===== src/rtl/avs_pkg.sv =====
// Shared constants and types for the Anscombe variance stabilizer.
// Used by every module under rtl/; depends on nothing else.
`timescale 1ns / 1ps
`default_nettype none

package avs_pkg;

	// pixel format
	localparam int PIXEL_BITS = 16;
	localparam logic [15:0] PIX_MAX = 16'((1 << PIXEL_BITS) - 1);

	// native scheme: gain 1.0 (Q8.16), offset 3/8 (Q20.12)
	localparam logic [23:0] NATIVE_GAIN = 24'd65536;
	localparam logic [31:0] NATIVE_OFFSET = 32'd1536;

	// register indexes on the configuration channel
	localparam logic [2:0] REG_MODE = 3'd0;
	localparam logic [2:0] REG_DIRECTION = 3'd1;
	localparam logic [2:0] REG_GAIN = 3'd2;
	localparam logic [2:0] REG_OFFSET = 3'd3;
	localparam logic [2:0] REG_INV_GAIN = 3'd4;

	// mode codes; the unused code behaves as pass through
	localparam logic [1:0] MODE_PASS = 2'd0;
	localparam logic [1:0] MODE_NATIVE = 2'd1;
	localparam logic [1:0] MODE_GEN = 2'd2;

	// direction codes
	localparam logic DIR_FWD = 1'b0;
	localparam logic DIR_INV = 1'b1;

	// effective transform coefficients after mode selection
	typedef struct packed {
		logic        dir;
		logic [23:0] gain;
		logic [31:0] offset;
		logic [23:0] inv_gain;
	} avs_coef_t;

	// front end result: radicand for forward, difference for inverse
	typedef struct packed {
		logic [15:0] x;
		logic [28:0] rad;
		logic [41:0] diff;
		logic        neg;
	} avs_front_t;

	// square root pipeline word: remaining radicand, partial remainder, root
	typedef struct packed {
		logic [29:0] rad;
		logic [16:0] rem;
		logic [14:0] root;
	} avs_sqrt_t;

endpackage

`default_nettype wire


===== src/rtl/anscombe_variance_stabilizer_top.sv =====
// Anscombe variance stabilizer, top level: config registers, valid pipeline,
// output stage. Depends on avs_pkg, avs_front, avs_sqrt_stage and avs_inv.
//
// Usage:
//   s_* is the sample input stream, m_* the result stream, 16-bit samples in
//   tdata. cfg_* writes one register per request (index 0 mode, 1 direction,
//   2 gain, 3 offset, 4 inverse gain); cfg_ready is always high and other
//   indexes are dropped. Write registers only while no sample is in flight.
//   Eight register stages; stage 1 loads at the input accepting edge, and
//   m_tvalid rises once that sample is in the stage 8 output register.
//   Throughput is one sample per clock unless stalled: stage 1 multiply,
//   stage 2 offset, stages 3 to 7 the square root (three digits per stage)
//   beside the inverse product, round and clamp, stage 8 the output register.
//   Reset (arst_n low) empties the pipeline and loads the native defaults
//   into the registers with mode pass through.
//   When m_tready is low with a result waiting, the whole pipeline holds and
//   s_tready drops in the same cycle; nothing is lost or repeated.
`timescale 1ns / 1ps
`default_nettype none

module anscombe_variance_stabilizer_top
	import avs_pkg::*;
(
	input  wire logic        clk,
	input  wire logic        arst_n,
	// input stream; s_tdata[15:0] sample_in
	input  wire logic        s_tvalid,
	output logic             s_tready,
	input  wire logic [15:0] s_tdata,
	// output stream; m_tdata[15:0] sample_out
	output logic             m_tvalid,
	input  wire logic        m_tready,
	output logic [15:0]      m_tdata,
	// configuration write channel
	input  wire logic        cfg_valid,
	output logic             cfg_ready,
	input  wire logic [2:0]  cfg_index,
	input  wire logic [31:0] cfg_data
);

	logic [1:0]  mode_q;
	logic        dir_q;
	logic [23:0] gain_q;
	logic [31:0] offset_q;
	logic [23:0] inv_gain_q;
	logic [7:0]  vld_q;
	logic        en;
	logic        pass;
	avs_coef_t   coef;
	avs_front_t  front_s2;
	avs_sqrt_t   sq_w [0:5];
	logic [15:0] x_dly_q [3:7];
	logic [15:0] y_inv;
	logic [15:0] x_in;
	logic [15:0] fwd_n;
	logic [15:0] dout_s8;

	// configuration registers
	assign cfg_ready = 1'b1;

	always_ff @(posedge clk or negedge arst_n) begin
		if (!arst_n) begin
			mode_q <= MODE_PASS;
			dir_q <= DIR_FWD;
			gain_q <= NATIVE_GAIN;
			offset_q <= NATIVE_OFFSET;
			inv_gain_q <= NATIVE_GAIN;
		end else if (cfg_valid && cfg_ready) begin
			case (cfg_index)
				REG_MODE: mode_q <= cfg_data[1:0];
				REG_DIRECTION: dir_q <= cfg_data[0];
				REG_GAIN: gain_q <= cfg_data[23:0];
				REG_OFFSET: offset_q <= cfg_data;
				REG_INV_GAIN: inv_gain_q <= cfg_data[23:0];
				default: ;
			endcase
		end
	end

	// coefficient selection by mode
	always_comb begin
		coef.dir = dir_q;
		coef.gain = NATIVE_GAIN;
		coef.offset = NATIVE_OFFSET;
		coef.inv_gain = NATIVE_GAIN;
		pass = 1'b0;
		case (mode_q)
			MODE_NATIVE: ;
			MODE_GEN: begin
				coef.gain = gain_q;
				coef.offset = offset_q;
				coef.inv_gain = inv_gain_q;
			end
			default: pass = 1'b1;
		endcase
	end

	// global advance: move when the output register is free or being taken
	assign en = !vld_q[7] || m_tready;
	assign s_tready = en;

	always_ff @(posedge clk or negedge arst_n) begin
		if (!arst_n) begin
			vld_q <= 8'd0;
		end else if (en) begin
			vld_q <= {vld_q[6:0], s_tvalid};
		end
	end

	assign x_in = s_tdata & PIX_MAX;

	avs_front u_front (
		.clk      (clk),
		.en       (en),
		.x        (x_in),
		.coef     (coef),
		.front_s2 (front_s2)
	);

	// square root over stages 3 to 7
	assign sq_w[0] = '{rad: {1'b0, front_s2.rad}, rem: 17'd0, root: 15'd0};

	for (genvar k = 0; k < 5; k++) begin : g_sqrt
		avs_sqrt_stage u_stage (
			.clk    (clk),
			.en     (en),
			.din    (sq_w[k]),
			.dout_s (sq_w[k+1])
		);
	end

	avs_inv u_inv (
		.clk      (clk),
		.en       (en),
		.diff     (front_s2.diff),
		.neg      (front_s2.neg),
		.inv_gain (coef.inv_gain),
		.y_s7     (y_inv)
	);

	// pass-through sample delay line
	always_ff @(posedge clk) begin
		if (en) begin
			x_dly_q[3] <= front_s2.x;
			for (int i = 4; i <= 7; i++) begin
				x_dly_q[i] <= x_dly_q[i-1];
			end
		end
	end

	// forward rounding: n = (floor sqrt + 1) / 2
	assign fwd_n = ({1'b0, sq_w[5].root} + 16'd1) >> 1;

	// stage 8: output select and clamp
	always_ff @(posedge clk) begin
		if (en) begin
			if (pass) begin
				dout_s8 <= x_dly_q[7];
			end else if (dir_q == DIR_INV) begin
				dout_s8 <= y_inv;
			end else if (fwd_n > PIX_MAX) begin
				dout_s8 <= PIX_MAX;
			end else begin
				dout_s8 <= fwd_n;
			end
		end
	end

	assign m_tvalid = vld_q[7];
	assign m_tdata = dout_s8;

endmodule

`default_nettype wire


===== src/rtl/avs_front.sv =====
// Front end, stages 1 and 2: one shared multiplier, then offset add/subtract.
// Depends on avs_pkg.
`timescale 1ns / 1ps
`default_nettype none

module avs_front
	import avs_pkg::*;
(
	input  wire logic       clk,
	input  wire logic       en,
	input  wire logic [15:0] x,
	input  wire avs_coef_t  coef,
	output avs_front_t      front_s2
);

	logic [15:0] x_s1;
	logic [39:0] prod_s1;
	logic [23:0] mul_b;
	logic [39:0] prod;
	logic [40:0] vsum;
	logic [41:0] sq;
	logic [41:0] cext;

	// forward multiplies by the gain, inverse squares the sample
	assign mul_b = (coef.dir == DIR_INV) ? {8'd0, x} : coef.gain;
	assign prod = 40'(x) * 40'(mul_b);

	// stage 1: product
	always_ff @(posedge clk) begin
		if (en) begin
			x_s1 <= x;
			prod_s1 <= prod;
		end
	end

	// forward: g*x + c in Q16; inverse: x^2/4 in Q12 against c
	assign vsum = {1'b0, prod_s1} + {5'd0, coef.offset, 4'd0};
	assign sq = {prod_s1[31:0], 10'd0};
	assign cext = {10'd0, coef.offset};

	// stage 2
	always_ff @(posedge clk) begin
		if (en) begin
			front_s2.x <= x_s1;
			front_s2.rad <= vsum[40:12];
			front_s2.diff <= sq - cext;
			front_s2.neg <= (sq <= cext);
		end
	end

endmodule

`default_nettype wire


===== src/rtl/avs_sqrt_stage.sv =====
// One registered stage of the integer square root: three digit steps.
// Depends on avs_pkg; five instances make the full 15-bit root.
`timescale 1ns / 1ps
`default_nettype none

module avs_sqrt_stage
	import avs_pkg::*;
(
	input  wire logic      clk,
	input  wire logic      en,
	input  wire avs_sqrt_t din,
	output avs_sqrt_t      dout_s
);

	avs_sqrt_t nxt;

	// restoring digit recurrence, two radicand bits per step
	always_comb begin
		logic [18:0] trem;
		logic [18:0] trial;
		nxt = din;
		for (int i = 0; i < 3; i++) begin
			trem = {nxt.rem, nxt.rad[29:28]};
			trial = {2'd0, nxt.root, 2'b01};
			nxt.rad = {nxt.rad[27:0], 2'b00};
			if (trem >= trial) begin
				nxt.rem = 17'(trem - trial);
				nxt.root = {nxt.root[13:0], 1'b1};
			end else begin
				nxt.rem = trem[16:0];
				nxt.root = {nxt.root[13:0], 1'b0};
			end
		end
	end

	always_ff @(posedge clk) begin
		if (en) begin
			dout_s <= nxt;
		end
	end

endmodule

`default_nettype wire


===== src/rtl/avs_inv.sv =====
// Inverse path, stages 3 to 7: split product by inverse gain, sum, round,
// saturate, then delay to line up with the square root. Depends on avs_pkg.
`timescale 1ns / 1ps
`default_nettype none

module avs_inv
	import avs_pkg::*;
(
	input  wire logic        clk,
	input  wire logic        en,
	input  wire logic [41:0] diff,
	input  wire logic        neg,
	input  wire logic [23:0] inv_gain,
	output logic [15:0]      y_s7
);

	localparam logic [65:0] SAT_LIMIT = ((66'(PIX_MAX) << 1) + 66'd1) << 27;
	localparam logic [65:0] HALF_LSB = 66'd1 << 27;

	logic [44:0] plo_s3;
	logic [44:0] phi_s3;
	logic        zero_s3;
	logic [65:0] prod_s4;
	logic        zero_s4;
	logic [15:0] y_s5;
	logic [15:0] y_s6;
	logic [65:0] rnd;

	// stage 3: two 21x24 partial products
	always_ff @(posedge clk) begin
		if (en) begin
			plo_s3 <= 45'(diff[20:0]) * 45'(inv_gain);
			phi_s3 <= 45'(diff[41:21]) * 45'(inv_gain);
			zero_s3 <= neg || (inv_gain == 24'd0);
		end
	end

	// stage 4: full Q28 product
	always_ff @(posedge clk) begin
		if (en) begin
			prod_s4 <= {phi_s3, 21'd0} + {21'd0, plo_s3};
			zero_s4 <= zero_s3;
		end
	end

	// stage 5: round half up and clamp
	assign rnd = prod_s4 + HALF_LSB;

	always_ff @(posedge clk) begin
		if (en) begin
			if (zero_s4) begin
				y_s5 <= 16'd0;
			end else if (prod_s4 >= SAT_LIMIT) begin
				y_s5 <= PIX_MAX;
			end else begin
				y_s5 <= rnd[43:28];
			end
		end
	end

	// stages 6 and 7: alignment
	always_ff @(posedge clk) begin
		if (en) begin
			y_s6 <= y_s5;
			y_s7 <= y_s6;
		end
	end

endmodule

`default_nettype wire

===== config.mk =====
export PLATFORM = sky130hd
export DESIGN_NAME = anscombe_variance_stabilizer_top
export DESIGN_NICKNAME = d
export VERILOG_FILES = /design/src/rtl/avs_pkg.sv /design/src/rtl/anscombe_variance_stabilizer_top.sv /design/src/rtl/avs_front.sv /design/src/rtl/avs_sqrt_stage.sv /design/src/rtl/avs_inv.sv
export SDC_FILE = /design/constraint.sdc
export NUM_CORES = 2
export LEC_CHECK = 0
export ABC_AREA = 1
export BUFFER_PORTS_ARGS = -buffer_cell sky130_fd_sc_hd__buf_2
export CORE_UTILIZATION = 40
export CTS_CLUSTER_DIAMETER = 50
export DETAILED_ROUTE_END_ITERATION = 6
export GPL_ROUTABILITY_DRIVEN = 0
export PLACE_DENSITY_LB_ADDON = 0.15
export SLEW_MARGIN = 20
export SYNTH_ARGS = -nofsm -noshare
export SYNTH_HDL_FRONTEND = slang
export SYNTH_SLANG_ARGS = --single-unit

===== constraint.sdc =====
create_clock -name clk -period 18.15 [get_ports clk]
set_input_delay 1.815 -clock clk [delete_from_list [all_inputs] [get_ports clk]]
set_output_delay 1.815 -clock clk [all_outputs]
set_load 0.02 [all_outputs]

# [Word-level counts from Yosys, hierarchy flattened]
# Memory sizes are Yosys's and may differ from the RTL's.
# Cells that the tools add are included.
[word_totals] reg_bits=660 n_memories=1 mem_bits_rw=80
[memory_table] name="x_dly_q" depth=5 width=16 read_ports=5 rd_ports_with_merged_regs=0 wr=5 line_no="anscombe_variance_stabilizer_top.sv:52" rtl="logic [15:0] x_dly_q [3:7];"
[classes] mul=3 eq_ne=6 add_sub_neg=19 magnitude_cmp=18 muxes=23 n_reduce_logical=11
[ops] operator="32-bit two-way mux" count=14
[ops] operator="19-bit by 17-bit >= comparator with 1-bit output" count=14
[ops] operator="17-bit subtractor" count=13
[ops] operator="21-bit by 24-bit multiplier with 45-bit output" count=2
[ops] operator="80-bit two-way mux" count=1
[ops] operator="66-bit by 45-bit adder with 66-bit output" count=1
[ops] operator="66-bit by 44-bit >= comparator with 1-bit output (second input constant)" count=1
[ops] operator="16-bit two-way mux" count=4
[ops] operator="44-bit by 28-bit adder with 44-bit output (second input constant)" count=1
[ops] operator="42-bit by 32-bit less-or-equal comparator with 1-bit output" count=1
[ops] operator="42-bit by 32-bit subtractor with 42-bit output" count=1
[ops] operator="40-bit by 36-bit adder with 41-bit output" count=1
[ops] operator="16-bit by 24-bit multiplier with 40-bit output" count=1
[ops] operator="24-bit zero test" count=1
[ops] operator="24-bit two-way mux" count=1
[ops] operator="15-bit by 1-bit adder with 16-bit output (second input constant)" count=1
[ops] operator="15-bit by 16-bit > comparator with 1-bit output (second input constant)" count=1
[ops] operator="2-bit AND reduction" count=5
[ops] operator="3-bit by 2-bit == test with 1-bit output (second input constant)" count=2
[ops] operator="3-bit by 1-bit == test with 1-bit output (second input constant)" count=1
[ops] operator="3-bit == test (second input constant)" count=1
[ops] operator="3-bit zero test" count=1
[ops] operator="1-bit two-way mux" count=3
[ops] operator="2-bit by 1-bit == test with 1-bit output (second input constant)" count=1
[ops] operator="other kinds (6)" count=7

# [Depth between registers and ports, before layout]
[logic_depth] word_depth=6 depth_mapped=40 depth_no_buf=36

# [By module]
# Synthesis repeated with hierarchy kept, for this count alone.
[unflattened] cells_unflattened=12774 hier_area_um2=98507.0
[by_module_without_submodules] module="avs_inv" cells_each=5923 area_each_um2=43965.9 n_inst=1
[by_module_without_submodules] module="avs_sqrt_stage" cells_each=642 area_each_um2=4908.5 n_inst=5
[by_module_without_submodules] module="avs_front" cells_each=2907 area_each_um2=22282.6 n_inst=1
[by_module_without_submodules] module="anscombe_variance_stabilizer_top" cells_each=734 area_each_um2=7716.2 n_inst=1

# [Worst setup path after synthesis]
# No wires, ideal clock.
[synth_path] kind="in2out" startpoint="input m_tready" endpoint="output s_tready" path_slack_ns=-1.330 arrival_ns=17.665 required_ns=16.335 n_path_buf=1 path_stages=3 path_cell_list="inv_1 nand2_1 clkbuf_1"
[synth_between] elab_chain_cells=1
[synth_lines] item="from (decl)" line_no="anscombe_variance_stabilizer_top.sv:32" rtl="input wire logic m_tready,"
[synth_lines] item="1-bit logical OR" line_no="anscombe_variance_stabilizer_top.sv:99" rtl="assign en = !vld_q[7] || m_tready;"
[synth_lines] item="to (decl)" line_no="anscombe_variance_stabilizer_top.sv:28" rtl="output logic s_tready,"
# Every way passes these cells.

# [Worst setup path after layout]
[layout_path] startpoint="register mode_q[0]" endpoint="register u_inv.phi_s3[42], data pin"
[layout_between] elab_chain_cells=3
[layout_lines] item="from (decl)" line_no="anscombe_variance_stabilizer_top.sv:41" rtl="logic [1:0] mode_q;"
[layout_lines] item="from (signal assigned)" line_no="anscombe_variance_stabilizer_top.sv:70" rtl="REG_MODE: mode_q <= cfg_data[1:0];"
[layout_lines] item="2-bit == test" line_no="anscombe_variance_stabilizer_top.sv:87" rtl="case (mode_q)"
[layout_lines] item="80-bit two-way mux" line_no="anscombe_variance_stabilizer_top.sv:87"
[layout_lines] item="21-bit by 24-bit multiplier with 45-bit output" line_no="avs_inv.sv:33" rtl="phi_s3 <= 45'(diff[41:21]) * 45'(inv_gain);"
[layout_lines] item="to (signal assigned)" line_no="avs_inv.sv:33"
[layout_lines] item="to (decl)" line_no="avs_inv.sv:21" rtl="logic [44:0] phi_s3;"
# Every way passes these cells.
# A chain may end at the register's enable or synchronous reset.

==> impl_results.md <==
- Status: finished with violations
- Failing checks: design-rule violations
- Syn. warnings: 0
- Worst Tran Pin Value: 1.21 ns
- Post-synthesis register bit count: 662
- Max Fclk: 106 MHz
- Max Cap Viol: 0
- DRT Pass-1 Iters: 7
- Ys async rst share: 13.7%
- Worst-skew pair later-pin latency: 0.74 ns
- Area grow syn2layout: 8.13%
- Cts hold-fix bufs: 0
- Distinct cells, synth: 65
- Filler cell count: 19,800
- Netlist Area Pre-Place: 80,600 sq um
- IO Port Bufs: 73
- Top cell type by total area after synthesis: fa_1
- EDFF count, synth: 571
- Total global routing overflow: 0
- Mapped Avg Cell Area: 8.62 sq um
- CTS buffer count: 94
- Final Net Count: 11,200
- DR iter-0 viols: 4,713
- Layout cells sized above 1: 5.14%
- Most used cell, CP: inv_1
- First-pass GRT wire length: 380,000 um
- Data required time of the critical path: 18.57 ns
- DR vias/cell: 5.16
- Synth top area cells: fa_1, edfxtp_1, ha_1, nand2_1, inv_1
- Post-route ant nets: 0
- Clock buffer depth: 3
- Worst slew margin: 19.1%
- Vias in the first global route: 64,700
- Core Area: 200,000 sq um
- Share of Yosys cell area claimed by the top area cell type: 28.2%
- Root Driver: clkbuf_16
- H-tree levels: 3
- Largest net degree at the start of global routing: 162
- CP max stage cell: inv_1
- FF/Latch Area: 19,400 sq um
- Die Span X: 451 um
- Final Max Slew Viols: 0
- Worst r2r src: mode_q[0]
- Period utilization: 51.8%
- Setup-failing EPs final: 0
- Initial antenna violation count: 13
- Final Hold Viols: 0
- WL final: 247,000 um
- Final Critical Period: 9.41 ns
- Routed length per instance: 20.5 um
- Sequential area share after synthesis: 24.1%
- Multi-input combinational cell area: 52,900 sq um
- Starting Density: 40.3%
- Worst-path clk slew: 0.06 ns
- Hold Path Class: reg -> reg
- Critical Path Start Type: register
- Post-CTS sizing: 0
- RSZ-0062 raised after global routing: false
- Largest stage delay, worst path: 0.66 ns
- CP startpoint: mode_q[0]
- Reg2Reg Setup Slack: 8.74 ns
- Worst EP arrival: 9.83 ns
- Sum of negative setup slack: 0 ns
- Hold Crit Start: u_inv.y_s6[4]
- Syn_nets: 11,200
- Crit path kind: reg -> reg
- Vias: 62,400
- HPWL Detailed: 196,000 um
- Final Skew: 0.0910 ns
- CP max FO: 54
- # rows: 164
- I/O Pins: 75
- CP Capture Type: register
- # Post-CTS Setup Buffers: 0
- Die Ht: 451 um
- Cells after Synth: 9,351
- GRT Util Overall: 24.5%
- # clock sinks: 662
- Most used DFF post-synth: edfxtp_1
- Die Footprint: 203,000 sq um
- DRC: 12
- CTS tree: done
## path summary, 6_finish.rpt
path	to	cells after the start
setup reg to reg	u_inv.phi_s3[42]	33
setup / recovery	u_inv.phi_s3[42]	33
hold / removal	u_inv.y_s7[4]	0
min in group asynchronous	offset_q[30]	1
max in group asynchronous	inv_gain_q[9]	2
hold reg to reg	u_inv.y_s7[4]	0
## stage by stage
step                hold WS, ns  util [%]  std cells  cell area (sq um)  setup WS [ns]
floorplan                 0.400         -       9351              80600           7.05
global placement          0.402      41.9      11900              83900           8.57
detailed placement        0.405      42.0      11900              83900           8.62
CTS                       0.368      43.6      12100              87200           8.82
global route              0.385      43.6      12100              87200           8.27
finish                    0.384      43.6      12100              87200           8.74
## area by class of cell
| class | instances | area share (%) |
|---|---|---|
| Antenna cell | 2 | 0.00574 |
| Tap cell | 2656 | 3.81 |
| Clock buffer | 113 | 2.89 |
| Clock inverter | 64 | 0.837 |
| Timing Repair Buffer | 163 | 1.21 |
| Sequential cell | 662 | 22.3 |
| Inverter | 1934 | 8.33 |
| Multi-Input combinational cell | 6487 | 60.6 |
## registers in the layout (all words and copies together), names as in the netlist, 32 cells and up
| signal | cells |
|---|---|
| u_inv.prod_s4 | 39 |
| offset_q | 32 |
| u_inv.phi_s3 | 45 |
| u_front.front_s2 | 88 |
| u_front.prod_s1 | 40 |
| g_sqrt.u_stage.dout_s | 173 |
| x_dly_q | 80 |
## cell usage in the layout, fill, tap and decap left out, drive strengths merged, types with 14 or more instances in the layout
master	netlist	layout
a21oi	361	361
a31oi	40	40
buf	33	163
clkbuf	235	113
clkinv	39	63
dfrtp	87	87
edfxtp	571	571
fa	1137	1137
ha	633	633
inv	1895	1921
nand2	1917	1917
nand3	280	280
nand4	69	69
nor2	1099	1099
nor3	43	43
nor4	24	24
o211ai	21	21
o21a	27	27
o21ai	366	366
o22ai	16	16
o31ai	14	14
xnor2	120	120
xor2	200	200
## critical path: cells and delay by family, from the launching register on
kind	cells	cell delay [ns]
XOR/XNOR	1	0.10
buffers and inverters	10	2.22
AO/OA/AOI/OAI	6	1.51
adder cells (fa/ha/maj)	9	4.00
flip-flops	1	0.38
AND/OR/NAND/NOR	7	0.81
## synthesized netlist by cell type, drive strengths merged, types with 4 or more instances
master and n:
o2111ai 4, ha 633, xor2 200, o31ai 14
o21a 27, buf 33, a21o 13, nor2 1099
nand3 280, a21boi 8, a21oi 361, a31oi 40
o211ai 21, clkbuf 235, a31o 4, inv 1895
nand4 69, fa 1137, or2 13, o211a 5
dfstp 4, edfxtp 571, mux2 8, xnor2 120
o21ai 366, and2 5, nand3b 13, nor4 24
dfrtp 87, nand2 1917, o21bai 13, nor3 43
a211oi 12, o22ai 16, clkinv 39
## per-layer routing
metal  track usage (%)  wire [um]  vias up
met5                 0         27        -
li1                  -          -    28900
met2              39.2     111000     2284
met4              8.44       8820        4
met3              4.88      19900      423
met1              33.1     107000    30700
## cell families after synthesis
logic type / share of synthesized area, %
muxes: 0.112
xor gates and xnor gates: 3.48
DFF: 24.1
AOI/OAI and AO/OA: 6.28
other: 0.00465
and+or+nand+nor: 17.6
adders and majority gates: 38.1
buffers and inverters: 10.4
Power is left out: the tool's default activity adds up to more than one toggle a clock period on the data nets, which glitch-free logic cannot reach.
